===== src/assert_macros.svh =====
// assertion macros used by the top level rtl file
`ifndef ASSERT_MACROS_SVH
`define ASSERT_MACROS_SVH
`ifndef SYNTHESIS
// property checked on every rising edge, ignored while reset is active
`define PEHP_ASSERT(lbl, clk, rstn, prop, msg) \
  lbl: assert property (@(posedge clk) disable iff (!rstn) prop) else $error(msg);
// property checked on every rising edge, also during reset
`define PEHP_ASSERT_ALWAYS(lbl, clk, prop, msg) \
  lbl: assert property (@(posedge clk) prop) else $error(msg);
`else
`define PEHP_ASSERT(lbl, clk, rstn, prop, msg)
`define PEHP_ASSERT_ALWAYS(lbl, clk, prop, msg)
`endif
`endif


===== src/pehp_pkg.sv =====
// shared types and constants of the pack entry header parser
`timescale 1ns / 1ps
package pehp_pkg;

  // size accumulator width, sizes are kept to this many bits
  localparam int unsigned SizeWidth = 64;
  localparam logic [63:0] SizeMask = {64{1'b1}} >> (64 - SizeWidth);

  // object type codes with special handling
  localparam logic [2:0] ObjTypeNone     = 3'd0;
  localparam logic [2:0] ObjTypeReserved = 3'd5;
  localparam logic [2:0] ObjTypeOfsDelta = 3'd6;

  // result status codes
  typedef enum logic [2:0] {
    StatusOk        = 3'd0,
    StatusNeedMore  = 3'd1,
    StatusTooLong   = 3'd2,
    StatusBadType   = 3'd3,
    StatusBadOffset = 3'd4
  } status_e;

  // one input byte with its side information
  typedef struct packed {
    logic [7:0]  data_byte;
    logic        first_of_entry;
    logic        last_available;
    logic [62:0] entry_offset;
  } item_t;

  // one decoded result
  typedef struct packed {
    status_e     status;
    logic [2:0]  object_type;
    logic [63:0] object_size;
    logic [62:0] delta_base;
    logic [4:0]  bytes_used;
  } result_t;

endpackage


===== src/pack_entry_header_parser_unit.sv =====
// top level of the pack entry header parser
//
//   channel  direction  handshake                payload
//   in       sink       in_valid_i / in_stall_o   data_byte, first_of_entry,
//                                                 last_available, entry_offset
//   out      source     out_valid_o / out_stall_i status, object_type,
//                                                 object_size, delta_base, bytes_used
//
// one byte per cycle, back to back, while the input is not stalled; a taken byte is
// held in the input register, then decoded into the entry state and the result register
// asynchronous active-low reset clears the entry state and both valid flags
// a stalled result holds; input stalls only while both registers are occupied
// and the result is stalled
`timescale 1ns / 1ps
`include "assert_macros.svh"
module pack_entry_header_parser_unit import pehp_pkg::*; (
  input  logic        clk_i,
  input  logic        rst_ni,
  input  logic        in_valid_i,
  output logic        in_stall_o,
  input  logic [7:0]  data_byte_i,
  input  logic        first_of_entry_i,
  input  logic        last_available_i,
  input  logic [62:0] entry_offset_i,
  output logic        out_valid_o,
  input  logic        out_stall_i,
  output logic [2:0]  status_o,
  output logic [2:0]  object_type_o,
  output logic [63:0] object_size_o,
  output logic [62:0] delta_base_o,
  output logic [4:0]  bytes_used_o
);

  item_t   in_item;
  item_t   s1_item;
  logic    s1_valid;
  logic    adv;
  result_t res;

  assign in_item.data_byte      = data_byte_i;
  assign in_item.first_of_entry = first_of_entry_i;
  assign in_item.last_available = last_available_i;
  assign in_item.entry_offset   = entry_offset_i;

  // input register
  pehp_in_reg u_in_reg (
    .clk_i      (clk_i),
    .rst_ni     (rst_ni),
    .in_valid_i (in_valid_i),
    .in_item_i  (in_item),
    .in_stall_o (in_stall_o),
    .adv_i      (adv),
    .s1_valid_o (s1_valid),
    .s1_item_o  (s1_item)
  );

  // decode and result register
  pehp_step u_step (
    .clk_i       (clk_i),
    .rst_ni      (rst_ni),
    .s1_valid_i  (s1_valid),
    .s1_item_i   (s1_item),
    .adv_o       (adv),
    .out_valid_o (out_valid_o),
    .out_stall_i (out_stall_i),
    .res_o       (res)
  );

  assign status_o      = res.status;
  assign object_type_o = res.object_type;
  assign object_size_o = res.object_size;
  assign delta_base_o  = res.delta_base;
  assign bytes_used_o  = res.bytes_used;

  // checks
  `PEHP_ASSERT(a_stall_cause, clk_i, rst_ni,
    in_stall_o |-> (s1_valid && out_valid_o && out_stall_i), "input stall without cause")
  `PEHP_ASSERT(a_base_ok, clk_i, rst_ni,
    (out_valid_o && (res.status == StatusOk) && (res.object_type == ObjTypeOfsDelta))
      |-> (delta_base_o != 63'd0), "accepted offset delta with zero base")
  `PEHP_ASSERT(a_base_zero, clk_i, rst_ni,
    (out_valid_o && !((res.status == StatusOk) && (res.object_type == ObjTypeOfsDelta)))
      |-> (delta_base_o == 63'd0), "base offset set on a non offset-delta result")
  `PEHP_ASSERT(a_too_long, clk_i, rst_ni,
    (out_valid_o && (res.status == StatusTooLong))
      |-> ((object_size_o == 64'd0) && (bytes_used_o == 5'd0)), "too-long result not cleared")

endmodule


===== src/pehp_in_reg.sv =====
// input register stage of the pack entry header parser
`timescale 1ns / 1ps
module pehp_in_reg import pehp_pkg::*; (
  input  logic  clk_i,
  input  logic  rst_ni,
  input  logic  in_valid_i,
  input  item_t in_item_i,
  output logic  in_stall_o,
  input  logic  adv_i,
  output logic  s1_valid_o,
  output item_t s1_item_o
);

  logic  valid_q, valid_d;
  item_t item_q, item_d;
  logic  load;

  // hold while a registered byte cannot move on
  assign in_stall_o = valid_q && !adv_i;
  assign load       = !in_stall_o;

  // next register contents
  always_comb begin
    valid_d = valid_q;
    item_d  = item_q;
    if (load) begin
      valid_d = in_valid_i;
      item_d  = in_item_i;
    end
  end

  // control register
  always_ff @(posedge clk_i or negedge rst_ni) begin
    if (!rst_ni) begin
      valid_q <= 1'b0;
    end else begin
      valid_q <= valid_d;
    end
  end

  // payload register
  always_ff @(posedge clk_i) begin
    item_q <= item_d;
  end

  assign s1_valid_o = valid_q;
  assign s1_item_o  = item_q;

endmodule


===== src/pehp_step.sv =====
// per byte header and offset decode with entry state and result register
`timescale 1ns / 1ps
module pehp_step import pehp_pkg::*; (
  input  logic    clk_i,
  input  logic    rst_ni,
  input  logic    s1_valid_i,
  input  item_t   s1_item_i,
  output logic    adv_o,
  output logic    out_valid_o,
  input  logic    out_stall_i,
  output result_t res_o
);

  typedef enum logic [1:0] {
    PhIdle = 2'd0,
    PhHdr  = 2'd1,
    PhOfs  = 2'd2,
    PhDone = 2'd3
  } phase_e;

  phase_e      phase_q, phase_d;
  logic [63:0] size_q, size_d;
  logic [6:0]  shift_q, shift_d;
  logic [2:0]  type_q, type_d;
  logic [63:0] ofs_q, ofs_d;
  logic [62:0] start_q, start_d;
  logic [4:0]  count_q, count_d;
  logic        res_valid_q, res_valid_d;
  result_t     res_q, res_d;

  logic        take;
  logic        emit;
  logic        hdr_end;
  logic [7:0]  b;
  logic [4:0]  count_inc;
  logic [63:0] ofs_shift;
  logic [63:0] ofs_inc;
  logic [64:0] diff;
  logic        ofs_ge;

  // result register frees when empty or being drained
  assign adv_o = !res_valid_q || !out_stall_i;
  assign take  = s1_valid_i && adv_o;
  assign b     = s1_item_i.data_byte;

  // datapath helpers
  assign count_inc = (count_q == 5'd31) ? count_q : count_q + 5'd1;
  assign ofs_shift = {ofs_q[56:0], b[6:0]};
  assign ofs_inc   = ofs_shift + 64'd1;
  assign diff      = {2'b00, start_q} - {1'b0, ofs_shift};
  assign ofs_ge    = diff[64] || (diff[63:0] == 64'd0);

  // next state and result
  always_comb begin
    phase_d     = phase_q;
    size_d      = size_q;
    shift_d     = shift_q;
    type_d      = type_q;
    ofs_d       = ofs_q;
    start_d     = start_q;
    count_d     = count_q;
    res_d       = res_q;
    emit        = 1'b0;
    hdr_end     = 1'b0;
    res_valid_d = res_valid_q && out_stall_i;

    if (take) begin
      if (s1_item_i.first_of_entry) begin
        // first header byte: type and low size nibble
        start_d = s1_item_i.entry_offset;
        type_d  = b[6:4];
        size_d  = {60'd0, b[3:0]};
        shift_d = 7'd4;
        ofs_d   = 64'd0;
        count_d = 5'd1;
        if (b[7]) begin
          if (s1_item_i.last_available) begin
            emit               = 1'b1;
            res_d.status       = StatusNeedMore;
            res_d.object_size  = size_d & SizeMask;
            res_d.delta_base   = '0;
            res_d.bytes_used   = count_d;
          end else begin
            phase_d = PhHdr;
          end
        end else begin
          hdr_end = 1'b1;
        end
      end else begin
        case (phase_q)
          PhHdr: begin
            if (shift_q >= 7'(SizeWidth)) begin
              emit              = 1'b1;
              res_d.status      = StatusTooLong;
              res_d.object_size = '0;
              res_d.delta_base  = '0;
              res_d.bytes_used  = '0;
            end else begin
              // size chunks never overlap, so or-ing equals adding
              size_d  = (size_q | ({57'd0, b[6:0]} << shift_q)) & SizeMask;
              shift_d = shift_q + 7'd7;
              count_d = count_inc;
              if (b[7]) begin
                if (s1_item_i.last_available) begin
                  emit              = 1'b1;
                  res_d.status      = StatusNeedMore;
                  res_d.object_size = size_d & SizeMask;
                  res_d.delta_base  = '0;
                  res_d.bytes_used  = count_d;
                end
              end else begin
                hdr_end = 1'b1;
              end
            end
          end
          PhOfs: begin
            // big-endian offset with +1 bias per continuation
            count_d = count_inc;
            ofs_d   = ofs_shift;
            res_d.object_size = size_q & SizeMask;
            res_d.bytes_used  = count_d;
            res_d.delta_base  = '0;
            if (b[7]) begin
              if (s1_item_i.last_available) begin
                emit         = 1'b1;
                res_d.status = StatusNeedMore;
              end else begin
                ofs_d = ofs_inc;
                if ((ofs_inc == 64'd0) || (ofs_inc[63:57] != 7'd0)) begin
                  emit         = 1'b1;
                  res_d.status = StatusBadOffset;
                end
              end
            end else begin
              emit = 1'b1;
              if ((ofs_shift == 64'd0) || ofs_ge) begin
                res_d.status = StatusBadOffset;
              end else begin
                res_d.status     = StatusOk;
                res_d.delta_base = diff[62:0];
              end
            end
          end
          default: begin
          end
        endcase
      end

      // end of the size varint
      if (hdr_end) begin
        res_d.object_size = size_d & SizeMask;
        res_d.delta_base  = '0;
        res_d.bytes_used  = count_d;
        if ((type_d == ObjTypeNone) || (type_d == ObjTypeReserved)) begin
          emit         = 1'b1;
          res_d.status = StatusBadType;
        end else if (type_d == ObjTypeOfsDelta) begin
          if (s1_item_i.last_available) begin
            emit         = 1'b1;
            res_d.status = StatusNeedMore;
          end else begin
            ofs_d   = 64'd0;
            phase_d = PhOfs;
          end
        end else begin
          emit         = 1'b1;
          res_d.status = StatusOk;
        end
      end

      if (emit) begin
        phase_d           = PhDone;
        res_d.object_type = type_d;
        res_valid_d       = 1'b1;
      end
    end
  end

  // entry state and result register
  always_ff @(posedge clk_i or negedge rst_ni) begin
    if (!rst_ni) begin
      phase_q     <= PhIdle;
      size_q      <= '0;
      shift_q     <= '0;
      type_q      <= '0;
      ofs_q       <= '0;
      start_q     <= '0;
      count_q     <= '0;
      res_valid_q <= 1'b0;
      res_q       <= '0;
    end else begin
      phase_q     <= phase_d;
      size_q      <= size_d;
      shift_q     <= shift_d;
      type_q      <= type_d;
      ofs_q       <= ofs_d;
      start_q     <= start_d;
      count_q     <= count_d;
      res_valid_q <= res_valid_d;
      res_q       <= res_d;
    end
  end

  assign out_valid_o = res_valid_q;
  assign res_o       = res_q;

endmodule


===== config.mk =====
export PLATFORM = sky130hd
export DESIGN_NAME = pack_entry_header_parser_unit
export DESIGN_NICKNAME = d
export VERILOG_FILES = /design/src/pehp_pkg.sv /design/src/pack_entry_header_parser_unit.sv /design/src/pehp_in_reg.sv /design/src/pehp_step.sv
export VERILOG_INCLUDE_DIRS = /design/src /design/src/src
export SDC_FILE = /design/constraint.sdc
export NUM_CORES = 1
export LEC_CHECK = 0
export ABC_CLOCK_PERIOD_IN_PS = 10500
export BUFFER_PORTS_ARGS = -buffer_cell sky130_fd_sc_hd__buf_2
export CORE_MARGIN = 4
export CORE_UTILIZATION = 65
export CTS_CLUSTER_DIAMETER = 40
export DETAILED_ROUTE_END_ITERATION = 10
export PLACE_DENSITY = 0.9
export SKIP_CTS_REPAIR_TIMING = 1
export SYNTH_ARGS = -nofsm -noshare
export SYNTH_HDL_FRONTEND = slang
export SYNTH_SLANG_ARGS = --single-unit

===== constraint.sdc =====
create_clock -name clk_i -period 10.5 [get_ports clk_i]
set_input_delay 1.575 -clock clk_i [delete_from_list [all_inputs] [get_ports clk_i]]
set_output_delay 1.575 -clock clk_i [all_outputs]
set_load 0.1 [all_outputs]

# Yosys cells after proc, flatten, opt, wreduce, memory -nomap -nowiden
# Cells that the tools add are included.
# classes
add_sub_neg,4
magnitude_cmp,1
eq_ne,10
shifts,1
n_mux,71
bitwise,1
n_reduce_logical,22
# ops
cell,count
132-bit two-way mux,7
64-bit two-way mux,11
132-bit case mux with 2 select lines,1
64-bit logical NOT,3
63-bit two-way mux,2
63-bit by 64-bit subtractor with 65-bit output,1
64-bit by 1-bit adder with 64-bit output (second input constant),1
64-bit OR,1
7-bit by 7-bit << shifter with 64-bit output,1
3-bit two-way mux,14
7-bit two-way mux,3
1-bit two-way mux,19
2-bit two-way mux,8
5-bit two-way mux,3
5-bit case mux with 2 select lines,1
4-bit by 2-bit != test with 1-bit output (second input constant),2
7-bit by 3-bit adder with 7-bit output (second input constant),1
7-bit greater-or-equal comparator (second input constant),1
7-bit nonzero test,1
3-bit == test (second input constant),2
3-bit case mux with 2 select lines,1
6-bit AND reduction,1
5-bit by 1-bit adder with 5-bit output (second input constant),1
5-bit == test (second input constant),1
other kinds (14),23
# word_totals
ff_bits,421
in_bits,77
output_inout_bits,140

# Longest topological paths before layout
# Gate-level depths: netlist of run 1.
# logic_depth
word_depth,15
mapped_depth,17

# Hierarchy
# A second synthesis of run 1 with hierarchy kept.
# hier_totals
cells_unflattened,2988
area_unflattened_um2,25040.3
# modules_own_cells
module,n_inst,cells_per_inst,area_per_inst_um2,seq_area_each_um2
pehp_step,1,2911,22796.9,8508.2
pehp_in_reg,1,77,2243.4,2217.1

# Worst setup path before layout of run 1
# Ideal clock, no wire load.
# synth_timing
path_kind,in2out
from,input port out_stall_i
to,output port in_stall_o
t_arrival_ps,4783
required_time_ps,8925
setup_slack_ps,4142
path_stages,2
n_path_buf,0
cell_sequence,nand3_1 -> inv_1
# synth_between
elab_chain_len,4
# synth_rtl
item,line,source
"start, declared",pack_entry_header_parser_unit.sv:26,"input logic out_stall_i,"
1-bit logical NOT,pehp_step.sv:42,assign adv_o = !res_valid_q || !out_stall_i;
1-bit logical OR,pehp_step.sv:42,
1-bit logical NOT,pehp_in_reg.sv:19,assign in_stall_o = valid_q && !adv_i;
1-bit logical AND,pehp_in_reg.sv:19,
"end, declared",pack_entry_header_parser_unit.sv:20,"output logic in_stall_o,"
# No other way between the ends.

# Worst setup path in the final report of run 1
# layout_timing
from,register u_in_reg.item_q (netlist bit u_in_reg.s1_item_o[71])
to,register u_step.res_q (netlist bit u_step.res_o[37])
# layout_between
elab_chain_len,9
word_cells_on_any_way,10
classes_between,add/sub: 1; mux: 5; reduce/logical: 4
# layout_rtl
item,line,source
"start, declared",pehp_in_reg.sv:15,"item_t item_q, item_d;"
"start signal, assigned",pehp_in_reg.sv:43,item_q <= item_d;
63-bit by 64-bit subtractor with 65-bit output,pehp_step.sv:50,"assign diff = {2'b00, start_q} - {1'b0, ofs_shift};"
64-bit logical NOT,pehp_step.sv:51,assign ofs_ge = diff[64] || (diff[63:0] == 64'd0);
1-bit logical OR,pehp_step.sv:51,
1-bit logical OR,pehp_step.sv:136,if ((ofs_shift == 64'd0) || ofs_ge) begin
63-bit two-way mux (*),pehp_step.sv:136,
63-bit two-way mux (*),pehp_step.sv:123,if (b[7]) begin
132-bit case mux with 2 select lines (*),pehp_step.sv:90,case (phase_q)
132-bit two-way mux (*),pehp_step.sv:68,if (s1_item_i.first_of_entry) begin
132-bit two-way mux (*),pehp_step.sv:150,if (hdr_end) begin
"end signal, assigned",pehp_step.sv:200,res_q <= res_d;
"end, declared",pehp_step.sv:29,"result_t res_q, res_d;"
# Mark *: on every way between the ends. The rest lies on a longest branch, timed or not.
# A chain may end at the register's enable or synchronous reset.

==> run metrics, run 1 <==
Synth Warn # 0; CTS tree built; Worst Hold Class flip-flop to flip-flop; H-tree Lvls 2; EDFF count, synth 73; outcome finished, final reports clean; Crit path required time 10.99 ns; worst slew pin tran 1.383 ns; Max Cap Viol 0; reg2reg start u_in_reg.s1_item_o[71]$_DFFE_PN_; Total Wirelength 80,220 um; die area 39,460 um^2; Power Dens Cells 295.1 nW/um^2; CTS root buf clkbuf_16; area grow syn2layout 11.72%; final period utilization 52.20%; worst path arrival time 5.97 ns; Core Region 35,740 um^2; synthesized area 23,620 um^2; clk_skew 0.02720 ns; first-pass GRT wire length 123,200 um; Via density 6.795; hpwl dp 58,860 um; worst setup slack after placement 5.297 ns; crit path from u_in_reg.s1_item_o[71]$_DFFE_PN_; layout cells sized above 1 12.27%; Top FF cell, synth dfrtp_1; Die Ht 198.6 um; PortBufs 216; CTS Buf Count 51; RSZ-0062 raised after global routing false; Cell Rows 69; number of hold violations in the final report 0; remaining antenna violation count 0; syn nets 2,877; vias in the first global route 21,219; initial antenna violation count 1; Synth Instances 2,729; fmax 182.5 MHz; Final Core Density 73.84%; Clock Sinks 414; # diodes 0; post-route DRC violation count 0; post-synth cell types 90; crit end category flip-flop; I/O pin total 217; WL/cell 23.97 um; Max rail drop VDD 0.0002686 V; worst skew pair latency 0.62 ns; Layout Nets 2,991; Slew headroom 7.596%; setup TNS 0 ns; setup ws final 5.019 ns; Starting DRT DRC Count 3,078; register area share after synthesis 45.40%; GPL Wtd Cong 1.042; routed via count 22,735; CP max FO 19; Slew Viols, Final 0; DIE WIDTH 198.6 um; Detailed Routing Iterations Pass 1 6; CTS clock-pin slew for the worst setup and hold paths 0.06 ns; Synth Area per Inst 8.656 um^2; Initial Utilization 66.09%; crit start category flip-flop; Overflow after GRT 0; Yosys reg bits 414; Hold Crit Start u_in_reg.s1_item_o[24]$_DFFE_PN_; largest net degree at the start of global routing 176; Leakage Power 11.68 nW; total track usage 40.14%; WS Path Type flip-flop to flip-flop; final setup vio count 0; asr flop ratio synth 82.37%; CTS max path bufs 3; fin crit period 5.481 ns
-- path summary, 6_finish.rpt --
kind | end | slack [ns] | cells past startpoint
min reg2reg | u_step.start_q[24]$_DFFE_PN0P_ | 0.43 | 2
max in group asynchronous | u_step.ofs_q[36]$_DFFE_PN0P_ | 8.05 | 2
max reg2reg | u_step.res_o[37]$_DFFE_PN0P_ | 5.02 | 13
min in group asynchronous | u_step.res_o[121]$_DFFE_PN0P_ | 0.97 | 1
min | u_step.start_q[24]$_DFFE_PN0P_ | 0.43 | 2
max | u_step.res_o[37]$_DFFE_PN0P_ | 5.02 | 13
-- flip-flops by register name (all words and copies together) (netlist names), 3 cells and up --
| register | flops |
|---|---|
| u_in_reg.s1_item_o | 73 |
| u_step.count_q | 5 |
| u_step.ofs_q | 57 |
| u_step.res_o | 138 |
| u_step.shift_q | 7 |
| u_step.size_q | 64 |
| u_step.start_q | 63 |
| u_step.type_q | 3 |
-- critical path: stages (launching register included) --
cell       delay (ns)
edfxtp_1         0.52
inv_1            0.17
ha_1             0.45
nand2_1          0.12
or4_1            0.53
a2111o_1         0.48
nand3_1          0.16
nand3_1          0.19
a2111oi_0        0.75
o31ai_1          0.33
o21ai_0          0.28
o211ai_1         0.24
nand2b_1         0.59
o41ai_1          0.52
-- cells in the final DEF (no fill, tap or decap), drive strengths merged, types with 8 or more instances in the layout --
master and n:
a211oi 16, a21o 17, a21oi 205, a22o 43, a22oi 64, a31oi 8, a32oi 11, and2 12
and3 26, buf 230, clkbuf 63, clkinv 20, dfrtp 341, edfxtp 73, ha 70, inv 108
mux2i 14, nand2 516, nand2b 16, nand3 55, nand4 59, nor2 219, nor2b 10, nor3 61
nor4 38, o211ai 11, o21ai 257, o21bai 8, o22ai 11, o31ai 19, or3 19, or4 16
xnor2 102, xor2 31
-- synth_stat cells (8+ instances only) --
library cell,n,share of area (%)
nand2_1,516,8.2
dfrtp_1,341,36
o21ai_0,255,5.4
nor2_1,218,3.5
a21oi_1,205,4.3
clkbuf_1,135,2.1
xnor2_1,102,3.8
inv_1,98,1.6
edfxtp_1,73,9.3
ha_1,70,3.7
a22oi_1,64,2.0
nor3_1,60,1.3
nand4_1,58,1.5
nand3_1,54,1.1
a22o_1,43,1.6
nor4_1,37,0.98
xor2_1,31,1.1
and3_1,25,0.66
o31ai_1,18,0.57
or3_1,18,0.48
a21o_1,17,0.54
a211oi_1,16,0.51
nand2b_1,16,0.42
mux2i_1,14,0.59
or4_1,14,0.44
buf_6,13,0.62
and2_1,12,0.32
a32oi_1,11,0.41
o211ai_1,11,0.35
o22ai_1,11,0.29
nor2b_1,10,0.26
a31oi_1,8,0.21
buf_2,8,0.17
o21bai_1,8,0.25
-- where the power goes --
part           internal (mW)  switching, mW
clock                  0.992          0.751
combinational          0.995           2.84
sequential              1.94          0.275
-- stage by stage --
step           hold slack [ns]  instance area [um^2]  power (mW)  cells
5_1_grt                 0.4390                 26390       8.129   3346
2_1_floorplan           0.4146                 23620       4.778   2729
6_report                0.4315                 26390       7.787   3346
4_1_cts                 0.4374                 26390       7.649   3346
3_5_place_dp            0.4211                 24690       5.888   3251
3_3_place_gp            0.4175                 24690       5.797   3251
-- final cells by class --
cell class / instances / area, um^2
Multi-Input combinational cell: 2045 / 11800
Timing Repair Buffer: 230 / 1209
Clock buffer: 63 / 1393
Inverter: 101 / 379.1
Sequential cell: 414 / 10730
Clock inverter: 32 / 305.3
Tap cell: 461 / 576.8
Fill cell: 2593 / 9350
-- layer usage --
metal / vias to the layer above / routed length (um) / track usage (%)
met5: - / 13 / 0
met4: 2 / 2905 / 12.94
met3: 219 / 10600 / 10.28
met2: 1635 / 34780 / 59.92
met1: 10923 / 31920 / 58.12
li1: 9956 / - / -
-- cells by family after synthesis --
logic type,count (synthesis),synth area share (%)
AO/OA/AOI/OAI,749,19.67
buffers and inverters,270,4.831
adder cells (fa/ha/maj),71,3.792
multiplexers,19,0.8633
AND/OR/NAND/NOR,1073,20.51
XOR/XNOR,133,4.931
flip-flops,414,45.40
Power figures use the tool's default switching activity.
==> run 2, diff against run 1 <==
- ABC_AREA: unset -> 1
- ABC_CLOCK_PERIOD_IN_PS: 10500 -> 4840
- CORE_UTILIZATION: 65 -> 55
- PLACE_DENSITY: 0.9 -> 0.81
- clock period: 10.5 -> 4.84 ns (I/O delays scaled with it)
==> run metrics, run 2 <==
RSZ-0062 raised after global routing false; CTS max path bufs 3; PortBufs 216; layout cells sized above 1 10.57%; GR peak layer met2; Synth Area in Compound Gates 15.42%; Synth Warn # 0; Clock Sinks 414; CTS clock-pin slew for the worst setup and hold paths 0.07 ns; Reg2Reg Setup Slack 0.53 ns; CP most frequent cell nand2_1; WL/cell 19.53 um; final setup vio count 0; Sw Share 51.65%; I/O pin total 217; sequential power share 24.9%; hpwl dp 69,370 um; post-synth cell types 49; Synth Area in XOR/XNOR 1.465%; crit start category flip-flop; slowest stage delay, CP 0.56 ns; CTS tree built; Sw Pwr 10.07 mW; final period utilization 89.13%; synth cell count leaders nand2_1 (1,310), inv_1 (456), nor2_1 (402); crit path buf inv count 3; post-synthesis mux area share 0.03722%; outcome finished, final reports clean; post-route DRC violation count 0; fill count 4,349; total track usage 34.50%; Largest register FFs 138; crit end category flip-flop; GPL Wtd Cong 1.048; worst-path cell chain inv_1, ha_1, nand2_1, nor2_1, nand2_1, nand2_1, nand2_1, nand2_1, nand2_1, nand2_1, nand3_1, nand3_1, nand2_1, inv_1, nand3_1, nor2_1, nand3_1, nand2_1, buf_4, o31ai_1; routed via count 27,535; WS Path Type flip-flop to flip-flop; most common cell after layout, fill and taps aside nand2_1; Die Ht 229.1 um; CTS Buf Count 60; asr flop ratio synth 82.37%; CTS root buf clkbuf_16; reg2reg start u_in_reg.s1_item_o[71]$_DFFE_PN_; vias in the first global route 25,203; M1 GR Usage 48.00%; Crit path required time 5.33 ns; first-pass GRT wire length 144,500 um; Leakage Power 15.33 nW; register area share after synthesis 39.88%; most common cell in the synthesized netlist nand2_1; largest family of logic cells by synthesized area simple AND/OR/NAND/NOR gates; Yosys reg bits 414; worst path arrival time 4.80 ns; syn nets 4,090; worst skew pair latency 0.64 ns; worst slew pin tran 1.022 ns; combinational power share 50.8%; Top FF cell, synth dfrtp_1; Worst Hold Class input pin to asynchronous set/reset pin; fin crit period 4.314 ns; setup TNS 0 ns; Total Wirelength 93,300 um; Via density 5.763; Internal 9.430 mW; CP max stage cell edfxtp_1; Slew headroom 31.17%; Overflow after GRT 0; synthesized area 26,890 um^2; Cell Rows 80; initial antenna violation count 4; clk_skew 0.02493 ns; Synth top area share 31.73%; Power Dens Cells 634.7 nW/um^2; Global Route met2 Usage 53.03%; Clock Power Share 24.3%; simple-gate share of the synthesized area 31.11%; number of hold violations in the final report 0; area grow syn2layout 14.25%; met3 Usage GRT 7.828%; Post-Synth Adder-Cell Area 3.331%; DIE WIDTH 229.1 um; Yosys top cell by area dfrtp_1; Synth Area per Inst 6.823 um^2; Reg2Reg Depth 20; Finished Cell Area 30,730 um^2; remaining antenna violation count 0; Crit path max-delay family simple AND/OR/NAND/NOR gates; die area 52,500 um^2; top post-synthesis cells by area dfrtp_1 (32%), nand2_1 (18%), edfxtp_1 (8.2%); Synth Instances 3,942; Initial Utilization 55.98%; largest net degree at the start of global routing 99; post-place instance area 28,510 um^2; CP max FO 23; EDFF count, synth 73; Starting DRT DRC Count 3,360; fmax 231.8 MHz; Slew Viols, Final 0; H-tree Lvls 2; Max Cap Viol 0; Detailed Routing Iterations Pass 1 8; Max rail drop VDD 0.0004819 V; Core Region 48,050 um^2; most frequent cells in the layout nand2_1 (1,309), inv_1 (452), nor2_1 (399), dfrtp_1 (341), o21ai_0 (314); reg2reg end u_step.res_o[41]$_DFFE_PN0P_; Layout Nets 4,257
==> run 2: cell count changes after synthesis, moves of 20 or more <==
cell / previous run / this run
nand2_1: 516 / 1310
nand3_1: 54 / 173
a22oi_1: 64 / 6
a21oi_1: 205 / 260
o31ai_1: 18 / 62
xnor2_1: 102 / 12
a22o_1: 43 / 23
and3_1: 25 / 0
nor2_1: 218 / 402
nor3_1: 60 / 32
inv_1: 98 / 456
o21ai_0: 255 / 314
nand4_1: 58 / 33
==> run 2: final cells by class <==
| class | instances | area [um^2] | area share, % |
|---|---|---|---|
| Multi-Input combinational cell | 2908 | 13840 | 45.05 |
| Inverter | 471 | 1773 | 5.770 |
| Tap cell | 615 | 769.5 | 2.504 |
| Sequential cell | 414 | 10730 | 34.90 |
| Timing Repair Buffer | 254 | 1401 | 4.560 |
| Antenna cell | 2 | 5.005 | 0.01629 |
| Clock buffer | 69 | 1618 | 5.265 |
| Clock inverter | 45 | 591.8 | 1.926 |
==> run 2: routing by layer <==
metal	part of all wire [%]	routed length, um
met2	44	41370
met4	3.9	3677
met3	11	9917
met1	41	38300
met5	0.029	27
==> run 2: metrics by stage <==
stage	util, %	power, mW	setup WS (ns)	cells	hold WS (ns)
floorplan	-	11.97	0.2694	3942	0.4254
global placement	59.35	14.54	0.7359	4662	0.4282
detailed placement	59.35	14.59	0.7538	4662	0.4325
CTS	63.95	19.36	0.7028	4776	0.1465
global route	63.95	20.57	0.2960	4777	0.1880
finish	63.96	19.50	0.5263	4778	0.1182
==> run 2: power groups by stage <==
stage / registers (mW) / clock network (mW) / logic [mW]
floorplan: 6.98 / 0 / 4.99
global placement: 4.88 / 0 / 9.66
detailed placement: 4.88 / 0 / 9.70
CTS: 4.83 / 4.79 / 9.74
global route: 4.92 / 4.97 / 10.7
finish: 4.85 / 4.74 / 9.90
==> run 2: kinds of logic (layout without fill, tap and decap cells) <==
logic type / count (synthesis) / in the layout
and+or+nand+nor: 2046 / 2046
xor gates and xnor gates: 45 / 45
AOI/OAI and AO/OA: 745 / 745
other: 0 / 2
DFF: 414 / 414
adders and majority gates: 71 / 71
buffers and inverters: 620 / 839
muxes: 1 / 1
==> run 2: worst max-delay path by stage <==
stage / from / end / slack (ns) / cells past startpoint
after floorplan: u_step.out_valid_o$_DFF_PN0_ / u_in_reg.s1_item_o[0]$_DFFE_PN_ / 0.27 / 3
after global placement: u_in_reg.s1_item_o[68]$_DFFE_PN_ / u_step.res_o[12]$_DFFE_PN0P_ / 0.74 / 21
after detailed placement: u_in_reg.s1_item_o[71]$_DFFE_PN_ / u_step.res_o[41]$_DFFE_PN0P_ / 0.75 / 19
after CTS: u_in_reg.s1_item_o[71]$_DFFE_PN_ / u_step.res_o[11]$_DFFE_PN0P_ / 0.70 / 20
after global routing: u_in_reg.s1_item_o[71]$_DFFE_PN_ / u_step.res_o[11]$_DFFE_PN0P_ / 0.30 / 21
final: u_in_reg.s1_item_o[71]$_DFFE_PN_ / u_step.res_o[41]$_DFFE_PN0P_ / 0.53 / 20
